### config.mk
export PLATFORM = sky130hd
export DESIGN_NAME = battery_level_sampler_top
export DESIGN_NICKNAME = d
export VERILOG_FILES = /design/src/hw/rtl/blsmp_pkg.sv /design/src/hw/rtl/blsmp_csr.sv /design/src/hw/rtl/blsmp_scale.sv /design/src/hw/rtl/blsmp_core.sv /design/src/hw/rtl/battery_level_sampler_top.sv
export VERILOG_INCLUDE_DIRS = /design/src /design/src/hw/rtl
export SDC_FILE = /design/constraint.sdc
export NUM_CORES = 1
export LEC_CHECK = 0
export ABC_AREA = 0
export BUFFER_PORTS_ARGS = -buffer_cell sky130_fd_sc_hd__buf_2
export CORE_MARGIN = 5
export CORE_UTILIZATION = 40
export DETAILED_ROUTE_END_ITERATION = 10
export PLACE_DENSITY_LB_ADDON = 0.25
export SYNTH_ARGS = -nofsm -noshare
export SYNTH_HDL_FRONTEND = slang
export SYNTH_SLANG_ARGS = --single-unit
### constraint.sdc
create_clock -name clock -period 9.8 [get_ports clock]
set_input_delay 1.96 -clock clock [delete_from_list [all_inputs] [get_ports clock]]
set_output_delay 1.96 -clock clock [all_outputs]
set_load 0.01 [all_outputs]
### src/hw/rtl/battery_level_sampler_top_defines.svh
// Assertion macros used by the battery level sampler top level.
`ifndef BATTERY_LEVEL_SAMPLER_TOP_DEFINES_SVH
`define BATTERY_LEVEL_SAMPLER_TOP_DEFINES_SVH

// checked only outside reset
`define BLS_ASSERT(label, prop, msg) \
   label: assert property (@(posedge clock) disable iff (reset) prop) else $error(msg);

// checked on every edge, reset included
`define BLS_ASSERT_ALWAYS(label, prop, msg) \
   label: assert property (@(posedge clock) prop) else $error(msg);

`endif

### src/hw/rtl/blsmp_pkg.sv
// Types and constants of the battery level sampler.
package blsmp_pkg;

   typedef enum logic [1:0] {
      PH_IDLE    = 2'd0,
      PH_PREPARE = 2'd1,
      PH_START   = 2'd2,
      PH_RESULT  = 2'd3
   } phase_type;

   typedef enum logic [1:0] {
      CSR_PERIOD_TICKS = 2'd0,
      CSR_GAIN_Q16     = 2'd1,
      CSR_OFFSET_Q16   = 2'd2
   } csr_index_type;

   localparam logic [15:0]        PERIOD_RESET = 16'd40;
   localparam logic [16:0]        GAIN_RESET   = 17'd12227;
   localparam logic signed [26:0] OFFSET_RESET = -27'sd35873624;

   localparam int unsigned PCT_MAX  = 100;
   localparam int unsigned Q16_HALF = 32768;
   localparam int unsigned Q16_FRAC = 16;

   typedef struct packed {
      logic [15:0]        period_ticks;
      logic [16:0]        gain_q16;
      logic signed [26:0] offset_q16;
   } cfg_type;

   typedef struct packed {
      logic [31:0] now_ticks;
      logic        adc_ready;
      logic [11:0] adc_sample;
   } item_type;

   typedef struct packed {
      logic        measurement_done;
      logic [6:0]  level_percent;
      logic [11:0] average_raw;
      logic        sensor_power;
      logic        convert_start;
   } result_type;

endpackage

### src/hw/rtl/blsmp_csr.sv
// Configuration registers: period, gain and offset.
module blsmp_csr
   import blsmp_pkg::*;
(
   input  logic        clock,
   input  logic        reset,
   input  logic        csr_valid,
   output logic        csr_ready,
   input  logic [1:0]  csr_index,
   input  logic [26:0] csr_wdata,
   output cfg_type     cfg
);

   cfg_type cfg_ff;
   cfg_type cfg_in;

   assign csr_ready = 1'b1;

   always_comb begin
      cfg_in = cfg_ff;
      if (csr_valid && csr_ready) begin
         unique case (csr_index)
            CSR_PERIOD_TICKS: cfg_in.period_ticks = csr_wdata[15:0];
            CSR_GAIN_Q16:     cfg_in.gain_q16     = csr_wdata[16:0];
            CSR_OFFSET_Q16:   cfg_in.offset_q16   = $signed(csr_wdata);
            default:          cfg_in              = cfg_ff;
         endcase
      end
   end

   always_ff @(posedge clock) begin
      if (reset) begin
         cfg_ff.period_ticks <= PERIOD_RESET;
         cfg_ff.gain_q16     <= GAIN_RESET;
         cfg_ff.offset_q16   <= OFFSET_RESET;
      end else begin
         cfg_ff <= cfg_in;
      end
   end

   assign cfg = cfg_ff;

endmodule

### src/hw/rtl/blsmp_scale.sv
// Average-to-percent conversion: Q16 gain and offset, round half up, clamp 0..100.
module blsmp_scale
   import blsmp_pkg::*;
#(
   parameter int ADC_BITS = 12
) (
   input  logic [ADC_BITS-1:0] average,
   input  logic [16:0]         gain_q16,
   input  logic signed [26:0]  offset_q16,
   output logic [6:0]          percent
);

   localparam int PROD_W = ADC_BITS + 17;
   localparam int V_W    = ((PROD_W > 27) ? PROD_W : 27) + 2;
   localparam int R_W    = V_W - Q16_FRAC;

   logic [V_W-1:0]        prod;
   logic signed [V_W-1:0] value;
   logic [V_W-1:0]        rounded;
   logic [R_W-1:0]        whole;

   assign prod    = V_W'(average) * V_W'(gain_q16);
   assign value   = $signed(prod) + V_W'(offset_q16);
   assign rounded = $unsigned(value) + V_W'(Q16_HALF);
   assign whole   = rounded[V_W-1:Q16_FRAC];

   always_comb begin
      priority if (value[V_W-1]) begin
         percent = 7'd0;
      end else if (whole > R_W'(PCT_MAX)) begin
         percent = 7'(PCT_MAX);
      end else begin
         percent = whole[6:0];
      end
   end

endmodule

### src/hw/rtl/blsmp_core.sv
// Measurement sequencer: schedule, power, conversion pulses, sample accumulation.
module blsmp_core
   import blsmp_pkg::*;
#(
   parameter int SAMPLES_LOG2 = 4,
   parameter int ADC_BITS     = 12,
   parameter int TIME_BITS    = 32
) (
   input  logic       clock,
   input  logic       reset,
   input  cfg_type    cfg,
   input  item_type   item,
   input  logic       fire,
   output result_type result
);

   localparam int SUM_W   = ADC_BITS + SAMPLES_LOG2;
   localparam int TAKEN_W = SAMPLES_LOG2 + 1;

   phase_type              phase_ff, phase_in;
   logic [TIME_BITS-1:0]   next_due_ff, next_due_in;
   logic [SUM_W-1:0]       sum_ff, sum_in;
   logic [TAKEN_W-1:0]     taken_ff, taken_in;
   logic [6:0]             last_percent_ff, last_percent_in;
   logic [ADC_BITS-1:0]    last_average_ff, last_average_in;
   logic                   powered_ff, powered_in;

   logic [TIME_BITS-1:0]   now;
   logic [ADC_BITS-1:0]    sample;
   logic [ADC_BITS-1:0]    average;
   logic [TAKEN_W-1:0]     taken_inc;
   logic [6:0]             percent;
   logic                   due;
   logic                   done;
   logic                   start;

   assign now       = item.now_ticks[TIME_BITS-1:0];
   assign sample    = item.adc_sample[ADC_BITS-1:0];
   assign average   = sum_ff[SUM_W-1:SAMPLES_LOG2];
   assign taken_inc = taken_ff + TAKEN_W'(1);
   assign due       = (next_due_ff <= now);

   blsmp_scale #(
      .ADC_BITS (ADC_BITS)
   ) u_scale (
      .average    (average),
      .gain_q16   (cfg.gain_q16),
      .offset_q16 (cfg.offset_q16),
      .percent    (percent)
   );

   always_comb begin
      phase_in        = phase_ff;
      next_due_in     = next_due_ff;
      sum_in          = sum_ff;
      taken_in        = taken_ff;
      last_percent_in = last_percent_ff;
      last_average_in = last_average_ff;
      powered_in      = powered_ff;
      done            = 1'b0;
      start           = 1'b0;
      if (due) begin
         unique case (phase_ff)
            PH_IDLE: begin
               last_average_in = average;
               last_percent_in = percent;
               done            = 1'b1;
               phase_in        = PH_PREPARE;
               next_due_in     = now + TIME_BITS'(cfg.period_ticks);
               sum_in          = '0;
               taken_in        = '0;
            end
            PH_PREPARE: begin
               powered_in = 1'b1;
               phase_in   = PH_START;
            end
            PH_START: begin
               start    = 1'b1;
               phase_in = PH_RESULT;
            end
            PH_RESULT: begin
               if (item.adc_ready) begin
                  sum_in   = sum_ff + SUM_W'(sample);
                  taken_in = taken_inc;
                  // full batch once the count reaches 2^SAMPLES_LOG2
                  if (taken_inc[SAMPLES_LOG2]) begin
                     phase_in   = PH_IDLE;
                     powered_in = 1'b0;
                  end else begin
                     phase_in = PH_START;
                  end
               end
            end
            default: phase_in = phase_ff;
         endcase
      end
   end

   always_ff @(posedge clock) begin
      if (reset) begin
         phase_ff        <= PH_PREPARE;
         next_due_ff     <= '0;
         sum_ff          <= '0;
         taken_ff        <= '0;
         last_percent_ff <= '0;
         last_average_ff <= '0;
         powered_ff      <= 1'b0;
      end else if (fire) begin
         phase_ff        <= phase_in;
         next_due_ff     <= next_due_in;
         sum_ff          <= sum_in;
         taken_ff        <= taken_in;
         last_percent_ff <= last_percent_in;
         last_average_ff <= last_average_in;
         powered_ff      <= powered_in;
      end
   end

   assign result.measurement_done = done;
   assign result.level_percent    = last_percent_in;
   assign result.average_raw      = 12'(last_average_in);
   assign result.sensor_power     = powered_in;
   assign result.convert_start    = start;

endmodule

### src/hw/rtl/battery_level_sampler_top.sv
// Battery level sampler top level: config registers, input register, sequencer, result register.
//
// Usage:
//   req_* carries one scheduler call per word: time, ADC ready flag and sample.
//   rsp_* returns exactly one word per call: done flag, percent, raw average,
//   sensor power and the conversion start pulse. A word moves on a rising edge
//   where valid is high and stall is low.
//   csr_* writes period (index 0), gain (1) and offset (2); csr_ready is
//   always high, unknown indexes are dropped. Write only while the block is
//   empty.
//   A request is registered in the input stage, then in the response stage;
//   one word per cycle is sustained while rsp_stall is low, set by the single
//   registered pass through the sequencer and the 12x17 gain multiplier.
//   Reset (synchronous) empties both stages, restores the register defaults
//   and puts the sequencer in its power-up phase with a due time of zero.
//   A stalled response holds its word; req_stall rises only when the input
//   stage also holds a word that cannot move on.
`include "battery_level_sampler_top_defines.svh"

module battery_level_sampler_top
   import blsmp_pkg::*;
#(
   parameter int SAMPLES_LOG2 = 4,
   parameter int ADC_BITS     = 12,
   parameter int TIME_BITS    = 32
) (
   input  logic        clock,
   input  logic        reset,
   input  logic        req_valid,
   output logic        req_stall,
   input  logic [31:0] req_now_ticks,
   input  logic        req_adc_ready,
   input  logic [11:0] req_adc_sample,
   output logic        rsp_valid,
   input  logic        rsp_stall,
   output logic        rsp_measurement_done,
   output logic [6:0]  rsp_level_percent,
   output logic [11:0] rsp_average_raw,
   output logic        rsp_sensor_power,
   output logic        rsp_convert_start,
   input  logic        csr_valid,
   output logic        csr_ready,
   input  logic [1:0]  csr_index,
   input  logic [26:0] csr_wdata
);

   cfg_type    cfg;
   result_type core_result;

   logic       in_vld_ff, in_vld_in;
   item_type   in_item_ff, in_item_in;
   logic       out_vld_ff, out_vld_in;
   result_type out_rsp_ff, out_rsp_in;

   logic       out_load;
   logic       fire;
   logic       req_accept;

   assign out_load   = !out_vld_ff || !rsp_stall;
   assign fire       = in_vld_ff && out_load;
   assign req_stall  = in_vld_ff && !out_load;
   assign req_accept = req_valid && !req_stall;

   assign in_vld_in  = req_accept || (in_vld_ff && !fire);
   assign in_item_in = req_accept ? item_type'{now_ticks:  req_now_ticks,
                                               adc_ready:  req_adc_ready,
                                               adc_sample: req_adc_sample} : in_item_ff;
   assign out_vld_in = out_load ? in_vld_ff : out_vld_ff;
   assign out_rsp_in = fire ? core_result : out_rsp_ff;

   blsmp_csr u_csr (
      .clock     (clock),
      .reset     (reset),
      .csr_valid (csr_valid),
      .csr_ready (csr_ready),
      .csr_index (csr_index),
      .csr_wdata (csr_wdata),
      .cfg       (cfg)
   );

   blsmp_core #(
      .SAMPLES_LOG2 (SAMPLES_LOG2),
      .ADC_BITS     (ADC_BITS),
      .TIME_BITS    (TIME_BITS)
   ) u_core (
      .clock  (clock),
      .reset  (reset),
      .cfg    (cfg),
      .item   (in_item_ff),
      .fire   (fire),
      .result (core_result)
   );

   always_ff @(posedge clock) begin
      if (reset) begin
         in_vld_ff  <= 1'b0;
         out_vld_ff <= 1'b0;
      end else begin
         in_vld_ff  <= in_vld_in;
         out_vld_ff <= out_vld_in;
      end
   end

   always_ff @(posedge clock) begin
      in_item_ff <= in_item_in;
      out_rsp_ff <= out_rsp_in;
   end

   assign rsp_valid            = out_vld_ff;
   assign rsp_measurement_done = out_rsp_ff.measurement_done;
   assign rsp_level_percent    = out_rsp_ff.level_percent;
   assign rsp_average_raw      = out_rsp_ff.average_raw;
   assign rsp_sensor_power     = out_rsp_ff.sensor_power;
   assign rsp_convert_start    = out_rsp_ff.convert_start;

   `BLS_ASSERT(a_stall_needs_word, req_stall |-> in_vld_ff && out_vld_ff && rsp_stall, "req_stall without a blocked word")
   `BLS_ASSERT(a_pct_range, rsp_valid |-> rsp_level_percent <= 7'(PCT_MAX), "level_percent above 100")
   `BLS_ASSERT(a_done_unpowered, rsp_valid && rsp_measurement_done |-> !rsp_sensor_power && !rsp_convert_start, "report while sensor powered")
   `BLS_ASSERT(a_start_powered, rsp_valid && rsp_convert_start |-> rsp_sensor_power, "conversion start with sensor off")
   `BLS_ASSERT_ALWAYS(a_reset_empties, reset |=> !in_vld_ff && !rsp_valid, "pipeline not empty after reset")

endmodule
# After elaboration in Yosys (flattened, before gate mapping)

Index checks and enable logic that the tools add are counted.

$add $sub $neg: 5
$mul: 1
Div/mod/pow operators: 0
Order comparisons: 2
Equality and inequality tests: 6
Shifts and indexed selects: 0
Mux-type cells: 19
Bitwise operators: 0
Reductions and logical operators: 20

Operators with widths:

| kind                                                                   | number |
|---|---|
| 32-bit by 16-bit adder with 32-bit output                              | 1 |
| 32-bit <= comparator                                                   | 1 |
| 16-bit one-hot mux with 2 select lines                                 | 1 |
| 30-bit by 27-bit adder with 31-bit output                              | 1 |
| 31-bit by 16-bit adder with 31-bit output (second input constant)      | 1 |
| 12-bit by 17-bit multiplier with 29-bit output                         | 1 |
| 7-bit 2-to-1 mux                                                       | 4 |
| 12-bit 2-to-1 mux                                                      | 2 |
| 16-bit by 12-bit adder with 16-bit output                              | 1 |
| 16-bit 2-to-1 mux                                                      | 1 |
| 15-bit by 7-bit > comparator with 1-bit output (second input constant) | 1 |
| 5-bit one-hot mux with 2 select lines                                  | 1 |
| 2-bit one-hot mux with 4 select lines                                  | 1 |
| 2-bit equality test (second input constant)                            | 3 |
| 2-bit AND reduction                                                    | 3 |
| 3-bit AND reduction                                                    | 2 |
| 5-bit by 1-bit adder with 5-bit output (second input constant)         | 1 |
| 1-bit logical NOT                                                      | 5 |
| 1-bit 2-to-1 mux                                                       | 5 |
| 5-bit 2-to-1 mux                                                       | 1 |
| 2-bit by 1-bit equality test with 1-bit output (second input constant) | 2 |
| 1-bit logical AND                                                      | 4 |
| 2-bit logical NOT                                                      | 2 |
| 2-bit 2-to-1 mux                                                       | 2 |
| 5 further kinds                                                        | 6 |

Flip-flop bits (word level): 204
Bits in latches: 0
Bits in writable memories: 0
Memory bits (read-only): 0
Bits of input ports: 79
Output and inout bits: 25
Word-level logic and storage cells: 73
Memories kept: 0

# Longest topological paths before layout

Depth in word-level cells: 8
Depth in mapped cells: 36
Mapped depth without buffers: 34

# Modules after synthesis

From an unflattened synthesis, not the netlist that was laid out.

Cells, all modules: 2025
Area, all modules: 18566.6 um^2

By module, submodules not included:

| module                    | times used | cells each | area an instance (um^2) | seq. area each (um^2) |
|---|---|---|---|---|
| blsmp_scale               | 1          | 1019       | 8400.6                  | 0.0 |
| blsmp_core                | 1          | 683        | 5585.4                  | 1501.4 |
| blsmp_csr                 | 1          | 246        | 2482.4                  | 1201.2 |
| battery_level_sampler_top | 1          | 77         | 2098.3                  | 2052.0 |

# Least setup slack after synthesis

Ideal clock, no wire load.

Path type: reg-to-reg
Start point: register u_core.sum_ff[12]
End point: register u_core.last_percent_ff[2]
Library setup time: 0.120 ns
Arrival: 8.352 ns
Data required time: 9.680 ns
Path slack: 1.329 ns
Cell stages (with the launch flop): 34
Buffers on the path: 3
Clock period less this slack: 8.471 ns
Cell sequence: dfxtp_1 clkbuf_1 clkbuf_1 nand2_1 fa_1 inv_1 fa_1 fa_1 fa_1 inv_1 fa_1 inv_1 ha_1 o21a_1 o21ai_0 nand2b_1 and2_1 a21bo_2 o211ai_1 a31o_2 or4b_2 a31o_2 a21o_1 xor2_1 ha_1 nand2b_1 nor2_1 mux2_4 or2_4 a2111oi_4 o2bb2ai_1 a2111o_1 buf_6 a211o_1

Longest elaborated chain between the ends: 8

RTL lines:

| element                                          | RTL line          | RTL |
|---|---|---|
| start: declaration                               | blsmp_core.sv:22  | `logic [SUM_W-1:0] sum_ff, sum_in;` |
| start signal: assignment                         | blsmp_core.sv:111 | `sum_ff <= sum_in;` |
| 12-bit by 17-bit multiplier with 29-bit output * | blsmp_scale.sv:22 | `assign prod = V_W'(average) * V_W'(gain_q16);` |
| 30-bit by 27-bit adder with 31-bit output *      | blsmp_scale.sv:23 | `assign value = $signed(prod) + V_W'(offset_q16);` |
| 31-bit by 16-bit adder with 31-bit output        | blsmp_scale.sv:24 | `assign rounded = $unsigned(value) + V_W'(Q16_HALF);` |
| 15-bit by 7-bit > comparator with 1-bit output   | blsmp_scale.sv:30 | `end else if (whole > R_W'(PCT_MAX)) begin` |
| 7-bit 2-to-1 mux                                 | blsmp_scale.sv:30 |  |
| 7-bit 2-to-1 mux *                               | blsmp_scale.sv:28 | `priority if (value[V_W-1]) begin` |
| 7-bit 2-to-1 mux *                               | blsmp_core.sv:63  | `unique case (phase_ff)` |
| 7-bit 2-to-1 mux *                               | blsmp_core.sv:62  | `if (due) begin` |
| end signal: assignment                           | blsmp_core.sv:113 | `last_percent_ff <= last_percent_in;` |
| end: declaration                                 | blsmp_core.sv:24  | `logic [6:0] last_percent_ff, last_percent_in;` |

Every way passes the cells marked *; elsewhere a longest branch is shown, timed or not.
A chain may end at the register's enable or synchronous reset.

==> metrics.md <==
| Metric | Value |
|---|---|
| Status | `finished, final reports clean` |
| Pin count of the biggest net entering global routing | `78` |
| CTS tree | `yes` |
| Synth Warn # | `0` |
| Die ar. | `0.0496 mm2` |
| Vias | `14.7k` |
| H-tree depth | `1` |
| Crit. End Element | `flop` |
| Avg WL per Cell | `17.9 um` |
| Worst hold path type | `reg -> reg` |
| Setup TNS Final | `0 ns` |
| Core Util, Final | `44.1%` |
| Slew margin rel. | `26.7%` |
| Die W | `223 um` |
| Actual slew at the worst max-slew pin | `1.10 ns` |
| First-pass GRT wire length | `78900 um` |
| Worst EP arrival | `9.62 ns` |
| Peak VDD IR | `0.126 mV` |
| CP Max Fanout | `21` |
| DRC viols | `0` |
| Cell with the most instances after synthesis | `nand2_1` |
| CTS Buf Count | `23` |
| Synthesized cell area | `0.0181 mm2` |
| Final hold vios | `0` |
| Post-DP HPWL | `38100 um` |
| Max incr delay on CP | `0.81 ns` |
| Req. time, crit path | `10.16 ns` |
| CTS Root Cell | `clkbuf_16` |
| Final #Nets | `2501` |
| Syn_area_per_cell | `8.79 um2` |
| Antenna diodes | `0` |
| Area leader, netlist | `fa_1` |
| Layout area overhead | `9.85%` |
| P_leak | `0.00926 uW` |
| Starting density of the core | `40.2%` |
| Post-synth top area share | `16.8%` |
| Overall Global Routing Usage | `19.4%` |
| Filler cell count | `4441` |
| WP buf/inv | `2` |
| Max Slew Vio Count | `0` |
| Max Cap Violations | `0` |
| Detailed Route WL | `48800 um` |
| Skew-Pair Late Insertion Delay | `0.53 ns` |
| Delay-heaviest family, CP | `adder cells` |
| Yosys reg bits | `204` |
| Multi-input logic area | `0.0121 mm2` |
| Die Span Y | `223 um` |
| FF+latch area | `0.00476 mm2` |
| Synthesized net count | `2451` |
| RSZ-0062 raised after global routing | `false` |
| Final setup fails | `0` |
| Skew final | `0.0132 ns` |
| Layout cell share with drive strength beyond 1 | `10.4%` |
| CP Class | `reg -> reg` |
| Period utilisation layout | `94.5%` |
| DR vias/cell | `5.38` |
| Clock sink total | `204` |
| Leading register cell type out of synthesis | `dfxtp_1` |
| Syn Inst Count | `2059` |
| Fmax | `108 MHz` |
| Number of enable flip-flop cells after synthesis | `67` |
| Register area share after synthesis | `26.3%` |
| Number of global-route vias before repair | `15.0k` |
| CTS Buffer Depth | `3` |
| Crit start category | `flop` |
| Initial DRC Count | `972` |
| Placement row count | `78` |
| GPL Wtd Cong | `0.925` |
| Most common cell on crit path | `fa_1` |
| Core area | `0.0451 mm2` |
| Commonest cells in the netlist | `nand2_1 (361), inv_1 (246), ha_1 (161), fa_1 (152), dfxtp_1 (137)` |
| PD cells | `104 mW/mm2` |
| Async set-or-reset flop fraction in the synthesized netlist | `0%` |
| Boundary Pins | `104` |
| Congestion Overflow GR | `0` |
| Tmin final | `9.26 ns` |
| Slowest stage cell, crit path | `dfxtp_1` |
| First-pass DRT Iterations | `5` |
| Largest cells by area after synthesis | `fa_1 (17%), dfxtp_1 (15%), ha_1 (11%)` |
| Worst-path clk slew | `0.06 ns` |
| Synth unique cells | `95` |
| Final antenna-violating net count | `0` |
| Number of port buffers | `102` |
| Initial antenna violation count | `0` |
-- kinds of logic (layout without fill, tap and decap cells) --
group | after synthesis | in the layout | synth area share [%]
AND/OR/NAND/NOR | 729 | 729 | 19.0
AO/OA/AOI/OAI | 380 | 380 | 14.9
buffers and inverters | 341 | 408 | 7.21
adder cells (fa/ha/maj) | 313 | 313 | 27.9
flip-flops | 204 | 204 | 26.3
XOR/XNOR | 70 | 70 | 3.43
multiplexers | 21 | 21 | 1.28
other | 1 | 1 | 0.0207
-- where the power goes --
| group | switching, uW | internal, uW | leakage, uW |
|---|---|---|---|
| sequential | 34.7 | 910 | 0.00176 |
| combinational | 160 | 95.4 | 0.00713 |
| clock | 364 | 505 | 0.000364 |
-- state kept, by name, indices dropped and copies added (netlist names) --
signal                  count
u_csr.cfg                  60
in_item_ff                 45
u_core.next_due_ff         32
u_core.sum_ff              16
rsp_average_raw            12
u_core.last_average_ff     12
rsp_level_percent           7
u_core.last_percent_ff      7
u_core.taken_ff             5
u_core.phase_ff             2
in_vld_ff                   1
rsp_convert_start           1
rsp_measurement_done        1
rsp_sensor_power            1
rsp_valid                   1
u_core.powered_ff           1
-- through the flow --
| stage | hold WS [ns] | total power (uW) | instance area [um2] | setup slack (ns) | std cells |
|---|---|---|---|---|---|
| detailed placement | 0.451 | 1220 | 19100 | 0.546 | 2684 |
| global route | 0.477 | 2160 | 19900 | 0.00618 | 2726 |
| CTS | 0.462 | 2100 | 19900 | 0.510 | 2726 |
| global placement | 0.443 | 1210 | 19100 | 0.657 | 2684 |
| floorplan | 0.435 | 1130 | 18100 | 1.33 | 2059 |
| finish | 0.460 | 2070 | 19900 | 0.543 | 2726 |
-- layer usage --
| layer | vias to the layer above | GRT usage [%] | wire (um) |
|---|---|---|---|
| met2 | 417 | 32.4 | 22500 |
| met4 | 0 | 7.91 | 2170 |
| li1 | 7042 | - | - |
| met1 | 7112 | 25.3 | 21500 |
| met5 | - | 0 | 0 |
| met3 | 107 | 2.67 | 2660 |
-- layout by cell type (no fill, tap or decap), drive strengths merged, types with 69 or more instances in the layout --
master and instances:
nand2 361, inv 248, ha 161, fa 152, a21oi 137, dfxtp 137, buf 119, and2 76
nor2 75, nand3 69
-- layout make-up --
| type | count | area share (%) |
|---|---|---|
| multi-input cells | 1514 | 60.7 |
| clock buffers | 28 | 3.14 |
| clock inverters | 14 | 0.616 |
| inverters | 247 | 4.66 |
| repair buffers | 119 | 3.22 |
| flip-flops and latches | 204 | 23.9 |
| well taps | 600 | 3.77 |
-- worst min-delay path: cells and delay by family (launching register included) --
family	cells	cell delay, ns
simple gates	1	0.05
compound gates	1	0.05
flops	1	0.31
-- final timing paths --
path	startpoint	end	slack, ns	depth (start not counted)
worst max-delay path	u_core.sum_ff[14]	rsp_level_percent[4]	0.54	30
worst min-delay path	u_core.next_due_ff[8]	u_core.next_due_ff[8]	0.46	2
worst max register to register	u_core.sum_ff[14]	rsp_level_percent[4]	0.54	30
worst min register to register	u_core.next_due_ff[8]	u_core.next_due_ff[8]	0.46	2
-- repair_timing --
action                                  CTS  global route
hold buffers                              0             0
endpoints found under the setup margin    0            10
gates resized for setup                   0             2
buffers inserted                          0             0
Note: power is estimated with default switching activity, not from simulation.
